==> config.mk <==
export PLATFORM = sky130hd
export DESIGN_NAME = spread_spectrum_chip_correlator_top
export DESIGN_NICKNAME = d
export VERILOG_FILES = /design/src/hdl/sscc_pkg.sv /design/src/hdl/spread_spectrum_chip_correlator_top.sv
export SDC_FILE = /design/constraint.sdc
export NUM_CORES = 2
export LEC_CHECK = 0
export BUFFER_PORTS_ARGS = -buffer_cell sky130_fd_sc_hd__clkbuf_2
export CORE_UTILIZATION = 45
export DETAILED_ROUTE_END_ITERATION = 8
export PLACE_DENSITY = 0.62
export SLEW_MARGIN = 20
export SYNTH_ARGS = -nofsm -noshare
export SYNTH_HDL_FRONTEND = slang
export SYNTH_SLANG_ARGS = --single-unit
==> constraint.sdc <==
create_clock -name clock -period 16.5 [get_ports clock]
set_clock_uncertainty 0.1 [all_clocks]
set_input_delay 1.65 -clock clock [delete_from_list [all_inputs] [get_ports clock]]
set_output_delay 1.65 -clock clock [all_outputs]
set_load 0.01 [all_outputs]
==> src/hdl/sscc_pkg.sv <==
package sscc_pkg;

   // Sizes
   localparam int MAX_CHANNELS   = 4;
   localparam int MASK_FRAC_BITS = 12;
   localparam int ACC_WIDTH      = 48;

   localparam int BYTE_W  = 8;
   localparam int MASK_W  = 16;
   localparam int SUM_W   = BYTE_W + $clog2(MAX_CHANNELS + 1);
   localparam int DIFF_W  = SUM_W + 1;
   localparam int WGT_W   = (MASK_W + 1 > MASK_FRAC_BITS + 2) ? MASK_W + 1 : MASK_FRAC_BITS + 2;
   localparam int PROD_W  = DIFF_W + WGT_W;

   // Chip generator
   localparam logic [31:0] LCG_MUL = 32'd1664525;
   localparam logic [31:0] LCG_INC = 32'd1013904223;

   // Register map
   localparam int CSR_ADDR_W = 3;
   localparam int CSR_DATA_W = 32;
   localparam logic [CSR_ADDR_W-1:0] CSR_SEED          = 3'd0;
   localparam logic [CSR_ADDR_W-1:0] CSR_CHIP_LENGTH   = 3'd1;
   localparam logic [CSR_ADDR_W-1:0] CSR_REPEAT_COUNT  = 3'd2;
   localparam logic [CSR_ADDR_W-1:0] CSR_CHANNEL_COUNT = 3'd3;
   localparam logic [CSR_ADDR_W-1:0] CSR_USE_MASK      = 3'd4;

   // Input word
   typedef struct packed {
      logic              start_req;
      logic [BYTE_W-1:0] pixel_a_ch0;
      logic [BYTE_W-1:0] pixel_a_ch1;
      logic [BYTE_W-1:0] pixel_a_ch2;
      logic [BYTE_W-1:0] pixel_a_ch3;
      logic [BYTE_W-1:0] pixel_b_ch0;
      logic [BYTE_W-1:0] pixel_b_ch1;
      logic [BYTE_W-1:0] pixel_b_ch2;
      logic [BYTE_W-1:0] pixel_b_ch3;
      logic [MASK_W-1:0] mask_a;
      logic [MASK_W-1:0] mask_b;
   } req_type;

   // Result word
   typedef struct packed {
      logic       data_bit;
      logic [7:0] ones_votes;
   } rsp_type;

endpackage

==> src/hdl/spread_spectrum_chip_correlator_top.sv <==
// A vote's last sample is held in the input register, then its result in the result register.
// Throughput: one sample per cycle while result words are taken; the accumulate/decide
// logic between the input register and the result register is combinational.
// While a result word waits, the input register still takes one sample and then holds it.
// Reset: synchronous, active high; registers take their defaults and the generator clears to 0.
module spread_spectrum_chip_correlator_top
   import sscc_pkg::*;
(
   input  logic                  clock,
   input  logic                  reset,
   input  logic                  req_valid,
   output logic                  req_ready,
   input  req_type               req_data,
   output logic                  rsp_valid,
   input  logic                  rsp_ready,
   output rsp_type               rsp_data,
   input  logic                  csr_we,
   input  logic [CSR_ADDR_W-1:0] csr_addr,
   input  logic [CSR_DATA_W-1:0] csr_wdata
);

   // Configuration registers
   logic [31:0] seed_ff;
   logic [15:0] chip_length_ff;
   logic [7:0]  repeat_count_ff;
   logic [2:0]  channel_count_ff;
   logic        use_mask_ff;

   always_ff @(posedge clock) begin
      if (reset) begin
         seed_ff          <= '0;
         chip_length_ff   <= 16'd256;
         repeat_count_ff  <= 8'd1;
         channel_count_ff <= 3'd3;
         use_mask_ff      <= 1'b0;
      end else if (csr_we) begin
         case (csr_addr)
            CSR_SEED:          seed_ff          <= csr_wdata[31:0];
            CSR_CHIP_LENGTH:   chip_length_ff   <= csr_wdata[15:0];
            CSR_REPEAT_COUNT:  repeat_count_ff  <= csr_wdata[7:0];
            CSR_CHANNEL_COUNT: channel_count_ff <= csr_wdata[2:0];
            CSR_USE_MASK:      use_mask_ff      <= csr_wdata[0];
            default: ;
         endcase
      end
   end

   // Handshake
   logic    s1_vld_ff;
   req_type s1_data_ff;
   logic    s1_chip_ff;
   logic    rsp_vld_ff;
   rsp_type rsp_data_ff;
   logic    s1_adv;
   logic    req_acc;

   assign s1_adv    = s1_vld_ff && (!rsp_vld_ff || rsp_ready);
   assign req_ready = !s1_vld_ff || s1_adv;
   assign req_acc   = req_valid && req_ready;
   assign rsp_valid = rsp_vld_ff;
   assign rsp_data  = rsp_data_ff;

   // Chip generator, stepped as each word is taken
   logic [31:0] lcg_ff;
   logic [31:0] lcg_in;

   always_comb begin
      lcg_in = (req_data.start_req ? seed_ff : lcg_ff) * LCG_MUL + LCG_INC;
   end

   always_ff @(posedge clock) begin
      if (reset) begin
         lcg_ff    <= '0;
         s1_vld_ff <= 1'b0;
      end else begin
         if (req_acc) lcg_ff <= lcg_in;
         if (req_acc) s1_vld_ff <= 1'b1;
         else if (s1_adv) s1_vld_ff <= 1'b0;
      end
   end

   // Input register payload
   always_ff @(posedge clock) begin
      if (req_acc) begin
         s1_data_ff <= req_data;
         s1_chip_ff <= lcg_in[31];
      end
   end

   // Correlation state
   logic signed [ACC_WIDTH-1:0] acc_ff, acc_in;
   logic [15:0] sidx_ff, sidx_in;
   logic [7:0]  ridx_ff, ridx_in;
   logic [7:0]  tally_ff, tally_in;
   logic        emit;
   rsp_type     rsp_in;

   // Accumulate and decide
   logic [BYTE_W-1:0] ch_a [4];
   logic [BYTE_W-1:0] ch_b [4];
   logic [2:0]        nch;
   logic [SUM_W-1:0]  sum_a, sum_b;
   logic signed [DIFF_W-1:0] diff;
   logic [WGT_W-1:0]  weight;
   logic signed [PROD_W-1:0] prod;
   logic signed [ACC_WIDTH-1:0] acc_cur, acc_sat;
   logic signed [ACC_WIDTH:0]   acc_sum;
   logic [15:0] sidx_cur, len;
   logic [7:0]  ridx_cur, tally_cur, tally_new, rep;

   always_comb begin
      ch_a[0] = s1_data_ff.pixel_a_ch0;
      ch_a[1] = s1_data_ff.pixel_a_ch1;
      ch_a[2] = s1_data_ff.pixel_a_ch2;
      ch_a[3] = s1_data_ff.pixel_a_ch3;
      ch_b[0] = s1_data_ff.pixel_b_ch0;
      ch_b[1] = s1_data_ff.pixel_b_ch1;
      ch_b[2] = s1_data_ff.pixel_b_ch2;
      ch_b[3] = s1_data_ff.pixel_b_ch3;

      // clamp channel count into 1..MAX_CHANNELS
      if (channel_count_ff == 3'd0) nch = 3'd1;
      else if (channel_count_ff > 3'(MAX_CHANNELS)) nch = 3'(MAX_CHANNELS);
      else nch = channel_count_ff;

      sum_a = '0;
      sum_b = '0;
      for (int c = 0; c < MAX_CHANNELS; c++) begin
         if (3'(c) < nch) begin
            sum_a = sum_a + SUM_W'(ch_a[c]);
            sum_b = sum_b + SUM_W'(ch_b[c]);
         end
      end
      diff = $signed({1'b0, sum_a}) - $signed({1'b0, sum_b});

      if (use_mask_ff)
         weight = WGT_W'(s1_data_ff.mask_a) + WGT_W'(s1_data_ff.mask_b);
      else
         weight = WGT_W'(2) << MASK_FRAC_BITS;

      prod = PROD_W'(diff * $signed({1'b0, weight}));
      if (!s1_chip_ff) prod = -prod;

      // start clears the counters before this sample
      acc_cur   = s1_data_ff.start_req ? '0 : acc_ff;
      sidx_cur  = s1_data_ff.start_req ? '0 : sidx_ff;
      ridx_cur  = s1_data_ff.start_req ? '0 : ridx_ff;
      tally_cur = s1_data_ff.start_req ? '0 : tally_ff;

      // saturating add
      acc_sum = {acc_cur[ACC_WIDTH-1], acc_cur} + (ACC_WIDTH+1)'(prod);
      if (acc_sum[ACC_WIDTH] != acc_sum[ACC_WIDTH-1])
         acc_sat = acc_sum[ACC_WIDTH] ? {1'b1, {(ACC_WIDTH-1){1'b0}}}
                                      : {1'b0, {(ACC_WIDTH-1){1'b1}}};
      else
         acc_sat = acc_sum[ACC_WIDTH-1:0];

      len = (chip_length_ff == 16'd0) ? 16'd1 : chip_length_ff;
      rep = (repeat_count_ff == 8'd0) ? 8'd1 : repeat_count_ff;

      tally_new = tally_cur + 8'(!acc_sat[ACC_WIDTH-1] && (|acc_sat));
      emit      = 1'b0;
      rsp_in.data_bit   = ({1'b0, tally_new, 1'b0} > {2'b00, rep});
      rsp_in.ones_votes = tally_new;

      if ({1'b0, sidx_cur} + 17'd1 < {1'b0, len}) begin
         acc_in   = acc_sat;
         sidx_in  = sidx_cur + 16'd1;
         ridx_in  = ridx_cur;
         tally_in = tally_cur;
      end else begin
         acc_in  = '0;
         sidx_in = '0;
         if ({1'b0, ridx_cur} + 9'd1 < {1'b0, rep}) begin
            ridx_in  = ridx_cur + 8'd1;
            tally_in = tally_new;
         end else begin
            ridx_in  = '0;
            tally_in = '0;
            emit     = 1'b1;
         end
      end
   end

   always_ff @(posedge clock) begin
      if (reset) begin
         acc_ff   <= '0;
         sidx_ff  <= '0;
         ridx_ff  <= '0;
         tally_ff <= '0;
      end else if (s1_adv) begin
         acc_ff   <= acc_in;
         sidx_ff  <= sidx_in;
         ridx_ff  <= ridx_in;
         tally_ff <= tally_in;
      end
   end

   // Result register
   always_ff @(posedge clock) begin
      if (reset) begin
         rsp_vld_ff <= 1'b0;
      end else begin
         if (rsp_ready) rsp_vld_ff <= 1'b0;
         if (s1_adv && emit) rsp_vld_ff <= 1'b1;
      end
   end

   always_ff @(posedge clock) begin
      if (s1_adv && emit) rsp_data_ff <= rsp_in;
   end

   // Checks
   a_acc_clear_at_bit_start: assert property (@(posedge clock) disable iff (reset)
      (sidx_ff == 16'd0) |-> (acc_ff == '0))
      else $error("accumulator not cleared at raw bit start");

   a_tally_bounded: assert property (@(posedge clock) disable iff (reset)
      tally_ff <= ridx_ff)
      else $error("ones tally exceeds raw bits decided");

   a_no_result_overrun: assert property (@(posedge clock) disable iff (reset)
      (rsp_vld_ff && !rsp_ready) |=> (rsp_vld_ff && $stable(rsp_data_ff)))
      else $error("pending result lost or overwritten");

   a_ready_when_empty: assert property (@(posedge clock) disable iff (reset)
      !req_ready |-> (s1_vld_ff && rsp_vld_ff))
      else $error("input stalled without a full pipeline");

endmodule

==> results.sh <==
export IMPL_synth_top_cell_area_share_pct=18.5
export IMPL_cp_slowest_cell="fa_1"
export IMPL_postCtsHoldBufs=0
export IMPL_crit_required_ns=16.71
export IMPL_yosysMostFrequentCell="inv_1"
export IMPL_violations="setup timing"
export IMPL_insertion_delay_ns=0.57
export IMPL_htreeDepth=2
export IMPL_drive_above_1_share_pct=21.4
export IMPL_grt_max_degree=84
export IMPL_antenna_found_initial=2
export IMPL_fmax_mhz=58.1
export IMPL_status="finished with violations"
export IMPL_maxSlewViolCount=0
export IMPL_setup_violations=8
export IMPL_setup_slack_ns=-0.722
export IMPL_synth_ff_latch_count=281
export IMPL_met3WireLength_mm=3.34
export IMPL_hold_class="reg2reg"
export IMPL_tightest_slew_ns=1.27
export IMPL_path_max_fanout=5
export IMPL_clock_sinks=281
export IMPL_firstDrtPassIters=6
export IMPL_finalCriticalPeriod_ns=17.22
export IMPL_clockBufferDepth=3
export IMPL_pin_count=148
export IMPL_grt_pass1_vias=27100
export IMPL_drtIter0Drc=1376
export IMPL_grt_overflow_total=0
export IMPL_synth_area_leaders="fa_1, ha_1, dfxtp_1"
export IMPL_yosysSeqAreaShare_pct=20.7
export IMPL_start_util_pct=45.8
export IMPL_worstRegToRegCells=93
export IMPL_relSlewSlack_pct=15.3
export IMPL_dp_hpwl_mm=65.0
export IMPL_post_route_period_util_pct=104
export IMPL_worstPathArrival_ns=17.43
export IMPL_cts_tree="done"
export IMPL_rows=97
export IMPL_core_area_um2=70500
export IMPL_drc=0
export IMPL_crit_type="reg2reg"
export IMPL_via_count=27100
export IMPL_avgSynthCellArea_um2=8.56
export IMPL_area_delta_synth_final_pct=22.5
export IMPL_synth_top_area_cell="fa_1"
export IMPL_place_gp_congestion=0.908
export IMPL_die_area_um2=72800
export IMPL_crit_path_frequent_cell="buf_4"
export IMPL_ant_nets=0
export IMPL_dp_cells=5038
export IMPL_met2_length_mm=42.1
export IMPL_vias_per_cell=5.20
export IMPL_grtUsageTotal_pct=23.3
export IMPL_startpoint_type="flip-flop"
export IMPL_fp_dieH_um=270
export IMPL_synth_edf_count=107
export IMPL_final_cells=5214
export IMPL_hold_violations=0
export IMPL_endpoint_kind="flip-flop"
export IMPL_die_w_um=270
export IMPL_ys_warn_count=0
export IMPL_grt_pass1_wl_mm=139
export IMPL_clkTransAtPathRegs_ns=0.06
export IMPL_drt_met1_wl_mm=38.1
export IMPL_fillers=6339
export IMPL_syn_nets=4589
export IMPL_dpl_worst_slack_ns=-1.03
export IMPL_nets=5064
export IMPL_yosys_top_cells_count="inv_1, nand2_1, ha_1, fa_1, nor2_1"
export IMPL_portBuffers=147
export IMPL_root_buffer="clkbuf_16"
export IMPL_top_layer_used="met5"
export IMPL_syn_inst=3772
export IMPL_synthArstFlopShare_pct=0
export IMPL_rsz0062_at_grt="yes"
export IMPL_cpPeakStageDelay_ns=0.55
export IMPL_synth_flop_cell="dfxtp_1"
export IMPL_netlist_cell_type_count=94
export IMPL_hold_depth=2
export IMPL_wl_per_cell_um=16.4
export IMPL_drv_cap=0
export IMPL_drt_wl_total_mm=85.5
export IMPL_synthesis_area_um2=32300
export IMPL_cts_made_buffers=36
## layout by cell type, fill, tap and decap left out, drive strengths merged, types with 24 or more instances in the layout
cell | synthesis | layout
a21o | 68 | 68
nand2 | 451 | 451
buf | 15 | 455
fa | 299 | 299
edfxtp | 107 | 107
o21bai | 33 | 33
a21oi | 277 | 277
xnor2 | 134 | 134
mux2i | 35 | 35
a31oi | 25 | 25
a211oi | 48 | 48
nand3 | 81 | 81
xor2 | 76 | 76
o21a | 28 | 28
ha | 381 | 381
nand2b | 42 | 42
and3 | 24 | 24
nor2b | 73 | 73
and2 | 42 | 42
dfxtp | 174 | 174
inv | 532 | 536
o21ai | 104 | 104
clkbuf | 150 | 189
nor3 | 39 | 39
nor2 | 285 | 285
## routing by layer
metal / GRT usage, % / vias to the layer above
met5: 0 / -
met4: 5.64 / 2
met3: 2.48 / 116
met2: 40.8 / 534
met1: 30.6 / 13000
li1: - / 13400
## path summary, 6_finish.rpt
path,from,end,slack (ns)
worst max-delay path,ch_a[17],rsp_data[8],-0.72
worst min-delay path,acc_ff[4],acc_ff[4],0.35
worst max register to register,ch_a[17],rsp_data[8],-0.72
worst min register to register,acc_ff[4],acc_ff[4],0.35
## repair_timing
item                       4_1_cts  5_1_grt
setup buffers                   82       32
pin swaps                       73      108
setup endpoints to repair       15       18
cloned                           1        1
gates resized for setup         64      116
## critical path, delay by kind of cell, from the launching register on
family / cells / cell delay, ns
AOI/OAI and AO/OA: 23 / 3.74
xor gates and xnor gates: 6 / 0.97
adders and majority gates: 15 / 5.20
buffers and inverters: 28 / 3.48
DFF: 1 / 0.39
and+or+nand+nor: 21 / 3.02
## sequential cells by signal (all words and copies together), names as in the netlist, 3 cells and up
register          cells
ch_a                 32
lcg_ff               32
acc_ff               48
chip_length_ff       16
ridx_ff               8
channel_count_ff      3
ch_b                 32
s1_data_ff           33
rsp_data              9
tally_ff              8
sidx_ff              16
repeat_count_ff       8
seed_ff              32
## kinds of logic (layout without fill, tap and decap cells)
group                      count (synthesis)  count (layout)  synth area share [%]
xor gates and xnor gates                 212             212                  5.88
other                                      0               1                     0
and+or+nand+nor                         1133            1133                  16.0
muxes                                     57              57                  1.85
AOI/OAI and AO/OA                        706             706                  13.9
adders and majority gates                684             684                  33.4
buffers and inverters                    699            1200                  8.20
DFF                                      281             281                  20.7
## metrics by stage
stage	utilization, %	setup TNS, ns	hold slack (ns)	instance area, µm²
2_1_floorplan	-	0	0.327	32800
3_3_place_gp	51.9	-0.612	0.335	36600
3_5_place_dp	51.9	-4.30	0.339	36600
4_1_cts	54.9	-0.979	0.347	38700
5_1_grt	56.1	-15.40	0.361	39600
6_report	56.1	-1.94	0.345	39600
## layout make-up
cell class | instances | area [µm²] | share of cell area, %
Multi-Input combinational cell | 2792 | 24100 | 61.0
Sequential cell | 281 | 6700 | 16.9
Timing Repair Buffer | 602 | 4270 | 10.8
Inverter | 534 | 2020 | 5.10
Tap cell | 940 | 1180 | 2.97
Clock buffer | 42 | 996 | 2.52
Clock inverter | 22 | 260 | 0.658
Antenna cell | 1 | 2.50 | 0.00633
Power is not shown: default switching activity piles up to over one toggle a cycle in this logic, so the estimate is an artifact.
